## config.mk

```make
export PLATFORM = sky130hd
export DESIGN_NAME = lrs_rank_logic
export DESIGN_NICKNAME = d
export VERILOG_FILES = /design/src/rtl/core/lrs_pkg.sv /design/src/rtl/core/lrs_rank_logic.sv
export SDC_FILE = /design/constraint.sdc
export NUM_CORES = 1
export LEC_CHECK = 0
export BUFFER_PORTS_ARGS = -buffer_cell sky130_fd_sc_hd__buf_2
export CORE_MARGIN = 1
export CORE_UTILIZATION = 53
export DETAILED_ROUTE_END_ITERATION = 12
export PLACE_DENSITY_LB_ADDON = 0.3
export SLEW_MARGIN = 0
export SYNTH_ARGS = -nofsm -noshare
export SYNTH_HDL_FRONTEND = slang
export SYNTH_SLANG_ARGS = --single-unit
```

## constraint.sdc

```tcl
create_clock -name vclk -period 8.7
set_input_delay 2.61 -clock vclk [all_inputs]
set_output_delay 2.61 -clock vclk [all_outputs]
set_load 0.005 [all_outputs]
```

## src/rtl/core/lrs_pkg.sv

```systemverilog
// Shared types and constants of the LRU replacement set core.
`default_nettype none

package lrs_pkg;

  localparam int RANK_W    = 4;
  localparam int WAY_W     = 4;
  localparam int SET_IDX_W = 10;
  localparam int MASK_W    = 16;

  localparam int WAYS_DEF = 16;
  localparam int SETS_DEF = 1024;

  localparam logic CMD_VICTIM = 1'b0;
  localparam logic CMD_UPDATE = 1'b1;

  typedef enum logic [2:0] {
    ST_CLEAR,
    ST_IDLE,
    ST_DIV,
    ST_MOD,
    ST_READ,
    ST_EXEC
  } state_t;

  typedef struct packed {
    logic                 cmd;
    logic [SET_IDX_W-1:0] set_index;
    logic [WAY_W-1:0]     way_index;
    logic [MASK_W-1:0]    valid_mask;
    logic                 is_writeback;
    logic                 was_hit;
  } req_t;

  typedef struct packed {
    logic [WAY_W-1:0] way;
    logic             none;
  } victim_t;

endpackage

`default_nettype wire

```

## src/rtl/core/lrs_rank_logic.sv

```systemverilog
// Victim selection and rank aging for one set's rank word.
`default_nettype none

module lrs_rank_logic #(
  parameter int WAYS = lrs_pkg::WAYS_DEF
) (
  input  wire logic [lrs_pkg::RANK_W*WAYS-1:0] rank_word,
  input  wire logic [lrs_pkg::WAY_W-1:0]       way_index,
  input  wire logic [lrs_pkg::MASK_W-1:0]      valid_mask,
  output lrs_pkg::victim_t                     victim,
  output logic                                 upd_ok,
  output logic [lrs_pkg::RANK_W*WAYS-1:0]      upd_word
);

  localparam int RW = lrs_pkg::RANK_W;

  logic [lrs_pkg::WAY_W-1:0] way_sel;
  logic [RW-1:0]             acc_rank;

  assign upd_ok  = ({1'b0, way_index} < (lrs_pkg::WAY_W + 1)'(WAYS));
  assign way_sel = upd_ok ? way_index : '0;
  assign acc_rank = rank_word[way_sel*RW +: RW];

  // Lowest invalid way first; otherwise the way holding the oldest rank.
  always_comb begin
    logic                      has_inv;
    logic                      has_old;
    logic [lrs_pkg::WAY_W-1:0] inv_way;
    logic [lrs_pkg::WAY_W-1:0] old_way;
    has_inv = 1'b0;
    has_old = 1'b0;
    inv_way = '0;
    old_way = '0;
    for (int w = WAYS - 1; w >= 0; w--) begin
      if (!valid_mask[w]) begin
        has_inv = 1'b1;
        inv_way = lrs_pkg::WAY_W'(w);
      end
      if (rank_word[w*RW +: RW] == RW'(WAYS - 1)) begin
        has_old = 1'b1;
        old_way = lrs_pkg::WAY_W'(w);
      end
    end
    priority if (has_inv) begin
      victim.way = inv_way;
    end else if (has_old) begin
      victim.way = old_way;
    end else begin
      victim.way = '0;
    end
    victim.none = !has_inv && !has_old;
  end

  always_comb begin
    logic [RW-1:0] rw;
    upd_word = rank_word;
    for (int w = 0; w < WAYS; w++) begin
      rw = rank_word[w*RW +: RW];
      if (lrs_pkg::WAY_W'(w) == way_sel) begin
        upd_word[w*RW +: RW] = '0;
      end else if (rw < acc_rank) begin
        upd_word[w*RW +: RW] = rw + RW'(1);
      end
    end
  end

endmodule

`default_nettype wire

```

# Yosys cells after proc, flatten, opt, wreduce, memory -nomap -nowiden
# Cells that the tools add are included.
dict set report classes {
  add_sub_neg 16
  magnitude_cmp 16
  n_eq_ne 31
  shift 1
  mux 98
  reduce_logical 4
}
# op count
set op_table {}
lappend op_table {{$mux W4} 66}
lappend op_table {{$add A4 B1 Y4 const B} 16}
lappend op_table {{$eq A4 B4 Y1 const B} 16}
lappend op_table {{$lt A4 B4 Y1} 16}
lappend op_table {{$shiftx A64 B7 Y4} 1}
lappend op_table {{$eq A4 B4 Y1 const A} 8}
lappend op_table {{$mux W1} 32}
lappend op_table {{$eq A3 B4 Y1 const A} 4}
lappend op_table {{$eq A2 B4 Y1 const A} 2}
lappend op_table {{$eq A1 B4 Y1 const A} 1}
lappend op_table {{$logic_not A4 Y1} 1}
lappend op_table {{$logic_not A1 Y1} 2}
lappend op_table {{$logic_and A1 B1 Y1} 1}
dict set report word_totals {
  register_bits 0
  inputBits 84
  output_inout_bits 70
  wordCells 166
}

# Longest topological paths before layout
# Gate-level depths: netlist of run 1.
dict set report logic_depth {
  word_depth 19
  depth_mapped 13
  ltp_nobuf 10
}

# Worst setup path before layout of run 1
# No wires, ideal clock.
dict set report synth_timing {
  kind {in2out}
  start {input way_index[0] (netlist name)}
  end {output upd_word[34] (netlist name)}
  arrival_time_ps 5817
  required_time_ps 6090
  path_slack_ps 273
  cell_stages 11
  n_path_buf 2
  cell_sequence {clkbuf_1 > buf_2 > mux4_2 > mux4_2 > inv_1 > ha_1 > a21oi_1 > nor2b_1 > or2_2 > or4_1 > a21oi_1}
}
dict set report synth_between {
  elab_chain_cells 4
  elab_cells_between_ends 5
  classes_between {order compare (1); eq/ne (1); shift (1); mux (2)}
}
# item line_no
set synth_lines {}
lappend synth_lines {{start, declared} lrs_rank_logic.sv:8} ;# input wire logic [lrs_pkg::WAY_W-1:0] way_index,
lappend synth_lines {{$shiftx A64 B7 Y4} lrs_rank_logic.sv:22} ;# assign acc_rank = rank_word[way_sel*RW +: RW];
lappend synth_lines {{$lt A4 B4 Y1} lrs_rank_logic.sv:61} ;# end else if (rw < acc_rank) begin
lappend synth_lines {{$mux W4} lrs_rank_logic.sv:61}
lappend synth_lines {{$mux W4 *} lrs_rank_logic.sv:59} ;# if (lrs_pkg::WAY_W'(w) == way_sel) begin
lappend synth_lines {{end, declared} lrs_rank_logic.sv:12} ;# output logic [lrs_pkg::RANK_W*WAYS-1:0] upd_word
# Mark *: on every way between the ends. The rest lies on a longest branch, timed or not.

# Worst setup path in the final report of run 1
dict set report layout_timing {
  start {input way_index[0] (netlist name)}
  end {output upd_word[18] (netlist name)}
}
# Same word-level chain as after synthesis.

==> impl_results.html, run 1 <==
<table>
<tr><th>Metric</th><th>Value</th></tr>
<tr><th colspan="2">Detailed routing</th></tr>
<tr><td>WL final</td><td>12700 um</td></tr>
<tr><td>Length of the first detailed-routing pass in iterations</td><td>5</td></tr>
<tr><td>Post-detailed-route count of antenna-violating nets</td><td>0</td></tr>
<tr><td>Initial detailed-routing violation count</td><td>274</td></tr>
<tr><td>WL per Instance</td><td>15.7 um</td></tr>
<tr><td>DRC violation count after routing</td><td>0</td></tr>
<tr><td>Via-per-instance ratio</td><td>6.11</td></tr>
<tr><td>Vias after detailed routing</td><td>4970</td></tr>
<tr><th colspan="2">Final layout</th></tr>
<tr><td>Number of nets in the final layout</td><td>865</td></tr>
<tr><td>Number of clock buffers in the layout</td><td>0</td></tr>
<tr><td>Commonest cells after routing, fill and taps aside</td><td>152 x sky130_fd_sc_hd__buf_2, 64 x sky130_fd_sc_hd__ha_1, 62 x sky130_fd_sc_hd__nand3_1</td></tr>
<tr><td>Cell area after layout</td><td>4870 um^2</td></tr>
<tr><td>Most common cell after layout, fill and taps aside</td><td>sky130_fd_sc_hd__buf_2</td></tr>
<tr><td>Area taken by multi-input logic gates</td><td>3750 um^2</td></tr>
<tr><td>Layout fillers</td><td>674</td></tr>
<tr><td>Ant diodes</td><td>0</td></tr>
<tr><td>P&amp;R area growth vs syn</td><td>22.3%</td></tr>
<tr><td>Fraction of final layout cells with drive strength greater than 1</td><td>0.295</td></tr>
<tr><td>Utilization of the core after routing</td><td>0.671</td></tr>
<tr><td>Layout sequential cell count</td><td>0</td></tr>
<tr><td>Combined flip-flop and latch cell area</td><td>0 um^2</td></tr>
<tr><th colspan="2">STA</th></tr>
<tr><td>Maximum clock frequency</td><td>120 MHz</td></tr>
<tr><td>Fin crit share</td><td>0.962</td></tr>
<tr><td>Minimum period implied by the final worst setup slack</td><td>8.37 ns</td></tr>
<tr><td>Tightest hold margin</td><td>5.59 ns</td></tr>
<tr><td>RSZ-0062 raised after global routing</td><td>no</td></tr>
<tr><td>Measured slew at the worst slew-check pin</td><td>0.941 ns</td></tr>
<tr><td>Post-Route Setup TNS</td><td>0 ns</td></tr>
<tr><td>Final setup violation count</td><td>0</td></tr>
<tr><td>Fin. max-slew vios</td><td>0</td></tr>
<tr><td>Final hold violations</td><td>0</td></tr>
<tr><td>Headroom to the max-slew limit</td><td>0.367</td></tr>
<tr><th colspan="2">Min path</th></tr>
<tr><td>Worst min-delay path class</td><td>in -&gt; out</td></tr>
<tr><td>Worst hold path startpoint</td><td>rank_word[56]</td></tr>
<tr><th colspan="2">Run</th></tr>
<tr><td>Number of max-cap violations</td><td>0</td></tr>
<tr><th colspan="2">Place</th></tr>
<tr><td>Placer congestion estimate</td><td>0.947</td></tr>
<tr><td>Placement-stage cell area</td><td>4860 um^2</td></tr>
<tr><td>Port Buffers</td><td>153</td></tr>
<tr><td>Hpwl dp</td><td>10700 um</td></tr>
<tr><th colspan="2">Worst setup path</th></tr>
<tr><td>Critical Path Max Stage Delay</td><td>0.49 ns</td></tr>
<tr><td>Worst EP required</td><td>6.09 ns</td></tr>
<tr><td>CP Class</td><td>in -&gt; out</td></tr>
<tr><td>Cell-by-cell trace of the critical path</td><td>clkbuf_4 -&gt; buf_4 -&gt; mux4_2 -&gt; mux4_2 -&gt; inv_1 -&gt; buf_4 -&gt; ha_1 -&gt; nand3_1 -&gt; a21oi_2 -&gt; or4_1 -&gt; a21oi_1 -&gt; buf_2</td></tr>
<tr><td>Capturing element type of the critical path</td><td>output pin</td></tr>
<tr><td>Worst setup path endpoint</td><td>upd_word[18]</td></tr>
<tr><td>Critical path startpoint</td><td>way_index[0]</td></tr>
<tr><td>Critical Path Source Type</td><td>primary input</td></tr>
<tr><td>Critical Path AT</td><td>5.76 ns</td></tr>
<tr><td>Worst Path Max Fanout</td><td>18</td></tr>
<tr><td>Critical-path cell with the highest stage delay</td><td>sky130_fd_sc_hd__mux4_2</td></tr>
<tr><th colspan="2">Floorplanning</th></tr>
<tr><td>Core region area</td><td>7250 um^2</td></tr>
<tr><td>Overall die width</td><td>88.7 um</td></tr>
<tr><td>Starting density of the core</td><td>0.549</td></tr>
<tr><td>Area of the die</td><td>7860 um^2</td></tr>
<tr><td>Standard-cell row count</td><td>31</td></tr>
<tr><td>Io pins</td><td>154</td></tr>
<tr><td>Floorplan die height</td><td>88.7 um</td></tr>
<tr><th colspan="2">Logic synthesis</th></tr>
<tr><td>Syn Nets</td><td>712</td></tr>
<tr><td>Unique cell type count in the Yosys netlist</td><td>46</td></tr>
<tr><td>Post-Synthesis Mean Instance Area</td><td>7.06 um^2</td></tr>
<tr><td>Cells after Synth</td><td>564</td></tr>
<tr><td>YS warnings</td><td>0</td></tr>
<tr><td>Cell area after synthesis</td><td>3980 um^2</td></tr>
<tr><td>Seq/Total Area, Yosys</td><td>0</td></tr>
<tr><th colspan="2">Global routing</th></tr>
<tr><td>Antenna violations before repair</td><td>0</td></tr>
<tr><td>Pin count of the biggest net entering global routing</td><td>26</td></tr>
<tr><td>GRT Resource Usage Total</td><td>0.318</td></tr>
<tr><td>Total global routing overflow</td><td>0</td></tr>
<tr><td>Wire length of the first global-routing pass</td><td>20300 um</td></tr>
<tr><td>Number of global-route vias before repair</td><td>4450</td></tr>
<tr><th colspan="2">Clock tree</th></tr>
<tr><td>Resize count post-CTS</td><td>0</td></tr>
<tr><td>Hold-fix buffer count after cts</td><td>0</td></tr>
<tr><td>Post-CTS setup repair buffer count</td><td>0</td></tr>
<tr><th colspan="2">Power and ir drop</th></tr>
<tr><td>Worst voltage drop across the vdd grid</td><td>0.0486 mV</td></tr>
<tr><td>Reg power frac</td><td>0</td></tr>
<tr><td>Total power</td><td>0.000412 W</td></tr>
<tr><td>Leakage component of the power</td><td>2.41 nW</td></tr>
<tr><td>Clk pwr share</td><td>0</td></tr>
<tr><td>Combinational group share of total power</td><td>1.000</td></tr>
<tr><td>Net switching fraction of the power</td><td>0.546</td></tr>
<tr><td>Internal power of the cells</td><td>0.000187 W</td></tr>
<tr><td>Total net switching power</td><td>0.000225 W</td></tr>
<tr><td>Power Density</td><td>84.6 nW/um^2</td></tr>
<tr><th colspan="2">Outcome</th></tr>
<tr><td>Run status</td><td>finished, final reports clean</td></tr>
</table>
==> synthesized netlist by cell type (3+ instances only) <==
cell	number	area share
sky130_fd_sc_hd__a31oi_1	3	0.0047
sky130_fd_sc_hd__xor2_1	16	0.035
sky130_fd_sc_hd__a21oi_2	10	0.022
sky130_fd_sc_hd__or4_1	16	0.030
sky130_fd_sc_hd__nor2b_1	20	0.031
sky130_fd_sc_hd__o21ai_0	17	0.021
sky130_fd_sc_hd__nand2b_1	6	0.0094
sky130_fd_sc_hd__a31o_1	7	0.015
sky130_fd_sc_hd__nor4_1	3	0.0047
sky130_fd_sc_hd__a21o_1	14	0.026
sky130_fd_sc_hd__nand2_1	24	0.023
sky130_fd_sc_hd__ha_1	64	0.20
sky130_fd_sc_hd__inv_1	40	0.038
sky130_fd_sc_hd__nand4_1	7	0.011
sky130_fd_sc_hd__and3_1	24	0.038
sky130_fd_sc_hd__nor3_1	6	0.0075
sky130_fd_sc_hd__clkbuf_1	4	0.0038
sky130_fd_sc_hd__o31ai_1	17	0.032
sky130_fd_sc_hd__a31o_2	6	0.013
sky130_fd_sc_hd__buf_6	4	0.011
sky130_fd_sc_hd__a211oi_1	14	0.026
sky130_fd_sc_hd__a21oi_1	55	0.069
sky130_fd_sc_hd__mux2i_1	8	0.020
sky130_fd_sc_hd__mux4_2	15	0.085
sky130_fd_sc_hd__nor2_1	60	0.057
sky130_fd_sc_hd__nand3_1	62	0.078
sky130_fd_sc_hd__or2_2	15	0.024
sky130_fd_sc_hd__and2_1	3	0.0047
==> worst max-delay path: cells and delay by family <==
| kind | cells | cell delay [ns] |
|---|---|---|
| buffers and inverters | 5 | 1.17 |
| AO/OA/AOI/OAI | 2 | 0.21 |
| adder cells (fa/ha/maj) | 1 | 0.24 |
| multiplexers | 2 | 0.94 |
| AND/OR/NAND/NOR | 2 | 0.57 |
==> stage by stage <==
| step | std cells | setup WS [ns] |
|---|---|---|
| after floorplan | 564 | 0.273 |
| after global placement | 814 | 0.288 |
| after detailed placement | 814 | 0.252 |
| after CTS | 814 | 0.236 |
| after global routing | 814 | 0.112 |
| final | 814 | 0.332 |
==> layout make-up <==
class / instances / area share
Multi-Input combinational cell: 512 / 0.770
Timing Repair Buffer: 163 / 0.173
Inverter: 40 / 0.0308
Tap cell: 99 / 0.0254
==> per-layer routing <==
metal | vias up | GRT usage | share of wire
li1 | 2457 | - | -
met1 | 2244 | 0.413 | 0.44
met2 | 240 | 0.560 | 0.47
met3 | 29 | 0.0354 | 0.074
met4 | 0 | 0.0806 | 0.021
met5 | - | 0 | 0
==> power groups by stage <==
stage | Sequential (W) | Combinational [W] | Clock (W)
6_report | 0 | 0.000412 | 0
5_1_grt | 0 | 0.000462 | 0
4_1_cts | 0 | 0.000408 | 0
3_5_place_dp | 0 | 0.000406 | 0
3_3_place_gp | 0 | 0.000393 | 0
2_1_floorplan | 0 | 0.000261 | 0
==> worst min-delay path by stage <==
stage | to | slack [ns] | cells after the start
global route | upd_word[56] | 5.61 | 4
global placement | upd_word[60] | 5.58 | 4
detailed placement | upd_word[60] | 5.59 | 4
CTS | upd_word[60] | 5.59 | 4
finish | upd_word[56] | 5.59 | 4
floorplan | upd_word[56] | 5.32 | 2
==> cell families (layout without fill, tap and decap cells) <==
logic type	after synthesis	in the layout	synth area share
AOI/OAI and AO/OA	156	156	0.261
xor gates and xnor gates	16	16	0.0352
buffers and inverters	52	203	0.0581
muxes	26	26	0.121
other	1	1	0.000942
adders and majority gates	64	64	0.201
and+or+nand+nor	249	249	0.322
No activity file was read; power rests on OpenSTA's default activity.
==> inputs of run 2 (changes only) <==
--- a/config.mk
+++ b/config.mk
@@ -9,6 +9,7 @@
 export CORE_MARGIN = 1
 export CORE_UTILIZATION = 53
 export DETAILED_ROUTE_END_ITERATION = 12
+export MAX_ROUTING_LAYER = met4
 export PLACE_DENSITY_LB_ADDON = 0.3
 export SLEW_MARGIN = 0
 export SYNTH_ARGS = -nofsm -noshare
==> run 2 against run 1 <==
  * Cell area about the same
  * Setup slack got worse by 0.15 ns
  * Hold slack barely moved
  * Routed wire length down 1.3%
  * Cell count did not move
  * First-iteration DRC count up 33%
  * Clock-buffer cell count did not move
  * Fmax down 1.7%
  * Non-clock buffer count unchanged
  * Largest power group unchanged
==> impl_results.html, run 2 (synthesis gave the netlist of run 1 again) <==
<table>
<tr><th>Metric</th><th>Value</th></tr>
<tr><th colspan="2">Final layout</th></tr>
<tr><td>Layout fillers</td><td>681 (+1.0%)</td></tr>
<tr><td>Ant diodes</td><td>0 (unchanged)</td></tr>
<tr><td>Number of nets in the final layout</td><td>865 (unchanged)</td></tr>
<tr><td>P&amp;R area growth vs syn</td><td>22.2% (about the same)</td></tr>
<tr><td>Fraction of final layout cells with drive strength greater than 1</td><td>0.295 (unchanged)</td></tr>
<tr><td>Combined flip-flop and latch cell area</td><td>0 um^2 (unchanged)</td></tr>
<tr><td>Commonest cells after routing, fill and taps aside</td><td>153 x sky130_fd_sc_hd__buf_2, 64 x sky130_fd_sc_hd__ha_1, 62 x sky130_fd_sc_hd__nand3_1</td></tr>
<tr><td>Number of clock buffers in the layout</td><td>0 (unchanged)</td></tr>
<tr><td>Most common cell after layout, fill and taps aside</td><td>sky130_fd_sc_hd__buf_2</td></tr>
<tr><td>Layout sequential cell count</td><td>0 (unchanged)</td></tr>
<tr><th colspan="2">Clock tree</th></tr>
<tr><td>Resize count post-CTS</td><td>0 (unchanged)</td></tr>
<tr><td>Post-CTS setup repair buffer count</td><td>0 (unchanged)</td></tr>
<tr><td>Hold-fix buffer count after cts</td><td>0 (unchanged)</td></tr>
<tr><th colspan="2">Floorplanning</th></tr>
<tr><td>Core region area</td><td>7250 um^2 (unchanged)</td></tr>
<tr><td>Floorplan die height</td><td>88.7 um (unchanged)</td></tr>
<tr><td>Overall die width</td><td>88.7 um (unchanged)</td></tr>
<tr><td>Standard-cell row count</td><td>31 (unchanged)</td></tr>
<tr><td>Area of the die</td><td>7860 um^2 (unchanged)</td></tr>
<tr><td>Io pins</td><td>154 (unchanged)</td></tr>
<tr><td>Starting density of the core</td><td>0.549 (unchanged)</td></tr>
<tr><th colspan="2">Power and ir drop</th></tr>
<tr><td>Leakage component of the power</td><td>2.41 nW (about the same)</td></tr>
<tr><td>Power Density</td><td>84.0 nW/um^2 (-0.70%)</td></tr>
<tr><td>Worst voltage drop across the vdd grid</td><td>0.0478 mV (-1.6%)</td></tr>
<tr><th colspan="2">Detailed routing</th></tr>
<tr><td>WL final</td><td>12600 um (-1.3%)</td></tr>
<tr><td>Vias after detailed routing</td><td>5055 (+1.7%)</td></tr>
<tr><td>DRC violation count after routing</td><td>0 (unchanged)</td></tr>
<tr><td>Length of the first detailed-routing pass in iterations</td><td>5 (unchanged)</td></tr>
<tr><td>WL per Instance</td><td>15.5 um (-1.3%)</td></tr>
<tr><td>Initial detailed-routing violation count</td><td>364 (+33%)</td></tr>
<tr><td>Post-detailed-route count of antenna-violating nets</td><td>0 (unchanged)</td></tr>
<tr><td>Via-per-instance ratio</td><td>6.21 (+1.7%)</td></tr>
<tr><th colspan="2">STA</th></tr>
<tr><td>Measured slew at the worst slew-check pin</td><td>0.880 ns (-0.0604 ns)</td></tr>
<tr><td>Fin crit share</td><td>0.979 (+0.0168)</td></tr>
<tr><td>Final hold violations</td><td>0 (unchanged)</td></tr>
<tr><td>Post-route worst setup slack</td><td>0.186 ns (-0.146 ns)</td></tr>
<tr><td>Headroom to the max-slew limit</td><td>0.408 (+0.0406)</td></tr>
<tr><td>Maximum clock frequency</td><td>117 MHz (-1.7%)</td></tr>
<tr><td>Minimum period implied by the final worst setup slack</td><td>8.51 ns (+0.146 ns)</td></tr>
<tr><td>RSZ-0062 raised after global routing</td><td>no</td></tr>
<tr><td>Tightest hold margin</td><td>5.59 ns (-0.000110 ns)</td></tr>
<tr><td>Final setup violation count</td><td>0 (unchanged)</td></tr>
<tr><td>Fin. max-slew vios</td><td>0 (unchanged)</td></tr>
<tr><td>Post-Route Setup TNS</td><td>0 ns (unchanged)</td></tr>
<tr><th colspan="2">Worst setup path</th></tr>
<tr><td>Family with the most delay on the worst path</td><td>multiplexers</td></tr>
<tr><td>Critical Path Source Type</td><td>primary input</td></tr>
<tr><td>CP Class</td><td>in -&gt; out</td></tr>
<tr><td>Cell-by-cell trace of the critical path</td><td>buf_2 -&gt; mux4_2 -&gt; mux4_2 -&gt; inv_1 -&gt; buf_4 -&gt; ha_1 -&gt; a21oi_1 -&gt; nor2b_1 -&gt; or2_2 -&gt; or4_1 -&gt; a21oi_1 -&gt; buf_2</td></tr>
<tr><td>Critical Path AT</td><td>5.90 ns (+0.14 ns)</td></tr>
<tr><td>Critical-path cell with the highest stage delay</td><td>sky130_fd_sc_hd__mux4_2</td></tr>
<tr><td>WP buf/inv</td><td>4 (-1)</td></tr>
<tr><td>Worst EP required</td><td>6.09 ns (about the same)</td></tr>
<tr><td>Worst Path Max Fanout</td><td>18 (unchanged)</td></tr>
<tr><td>Critical Path Max Stage Delay</td><td>0.55 ns (+0.06 ns)</td></tr>
<tr><td>Number of gates on the worst path with buffers counted</td><td>12 (unchanged)</td></tr>
<tr><td>Critical path startpoint</td><td>way_index[0]</td></tr>
<tr><td>Capturing element type of the critical path</td><td>output pin</td></tr>
<tr><th colspan="2">Min path</th></tr>
<tr><td>Hold Crit Depth</td><td>4 (unchanged)</td></tr>
<tr><td>Worst hold path startpoint</td><td>rank_word[56]</td></tr>
<tr><td>Worst min-delay path class</td><td>in -&gt; out</td></tr>
<tr><th colspan="2">Global routing</th></tr>
<tr><td>Pin count of the biggest net entering global routing</td><td>26 (unchanged)</td></tr>
<tr><td>GRT Resource Usage Total</td><td>0.309 (-0.00946)</td></tr>
<tr><td>Number of global-route vias before repair</td><td>4417 (-0.74%)</td></tr>
<tr><td>Wire length of the first global-routing pass</td><td>19200 um (-5.3%)</td></tr>
<tr><td>Total global routing overflow</td><td>0 (unchanged)</td></tr>
<tr><td>Antenna violations before repair</td><td>0 (unchanged)</td></tr>
<tr><th colspan="2">Place</th></tr>
<tr><td>Port Buffers</td><td>153 (unchanged)</td></tr>
<tr><td>Hpwl dp</td><td>10600 um (-0.50%)</td></tr>
<tr><td>Placer congestion estimate</td><td>0.917 (-3.2%)</td></tr>
<tr><td>Worst slack at placement</td><td>0.249 ns (-0.00251 ns)</td></tr>
<tr><th colspan="2">Outcome</th></tr>
<tr><td>Run status</td><td>finished, final reports clean</td></tr>
<tr><th colspan="2">Run</th></tr>
<tr><td>Number of max-cap violations</td><td>0 (unchanged)</td></tr>
</table>
==> run 2: cell types whose count changed in the layout (fill, tap and decap cells not counted), sizes merged <==
| cell | delta |
|---|---|
| clkbuf | -1 |
| buf | +1 |
==> run 2: path summary, 6_finish.rpt <==
path	to	slack, ns
setup / recovery	upd_word[62]	0.19
hold / removal	upd_word[56]	5.59
==> run 2: final cells by class <==
cell class	instances	area, um^2	area share
Timing Repair Buffer	163	841	0.173
Tap cell	99	124	0.0255
Inverter	40	150	0.0309
Multi-Input combinational cell	512	3750	0.771
==> run 2: metal layers <==
| metal | track usage | part of all wire | vias up |
|---|---|---|---|
| li1 | - | - | 2455 |
| met1 | 0.383 | 0.42 | 2323 |
| met2 | 0.543 | 0.48 | 243 |
| met3 | 0.0187 | 0.077 | 34 |
| met4 | 0.0792 | 0.022 | 0 |
| met5 | - | 0 | - |
==> run 2: power breakdown <==
| group | internal [W] | leakage [nW] | switching [W] |
|---|---|---|---|
| Clock | 0 | 0 | 0 |
| Sequential | 0 | 0 | 0 |
| Combinational | 0.000187 | 2.41 | 0.000222 |
| Total | 0.000187 | 2.41 | 0.000222 |
==> run 2: tightest hold or removal path: stages <==
cell	delay, ns
sky130_fd_sc_hd__buf_2	0.13
sky130_fd_sc_hd__nand2_1	0.06
sky130_fd_sc_hd__mux2i_1	0.06
sky130_fd_sc_hd__buf_2	0.12
==> run 2: stage by stage <==
stage | util | total power [W] | std cells | cell area [um^2]
2_1_floorplan | - | 0.000261 | 564 | 3980
3_3_place_gp | 0.671 | 0.000391 | 814 | 4860
3_5_place_dp | 0.671 | 0.000404 | 814 | 4860
4_1_cts | 0.671 | 0.000406 | 814 | 4860
5_1_grt | 0.671 | 0.000456 | 814 | 4860
6_report | 0.671 | 0.000409 | 814 | 4860
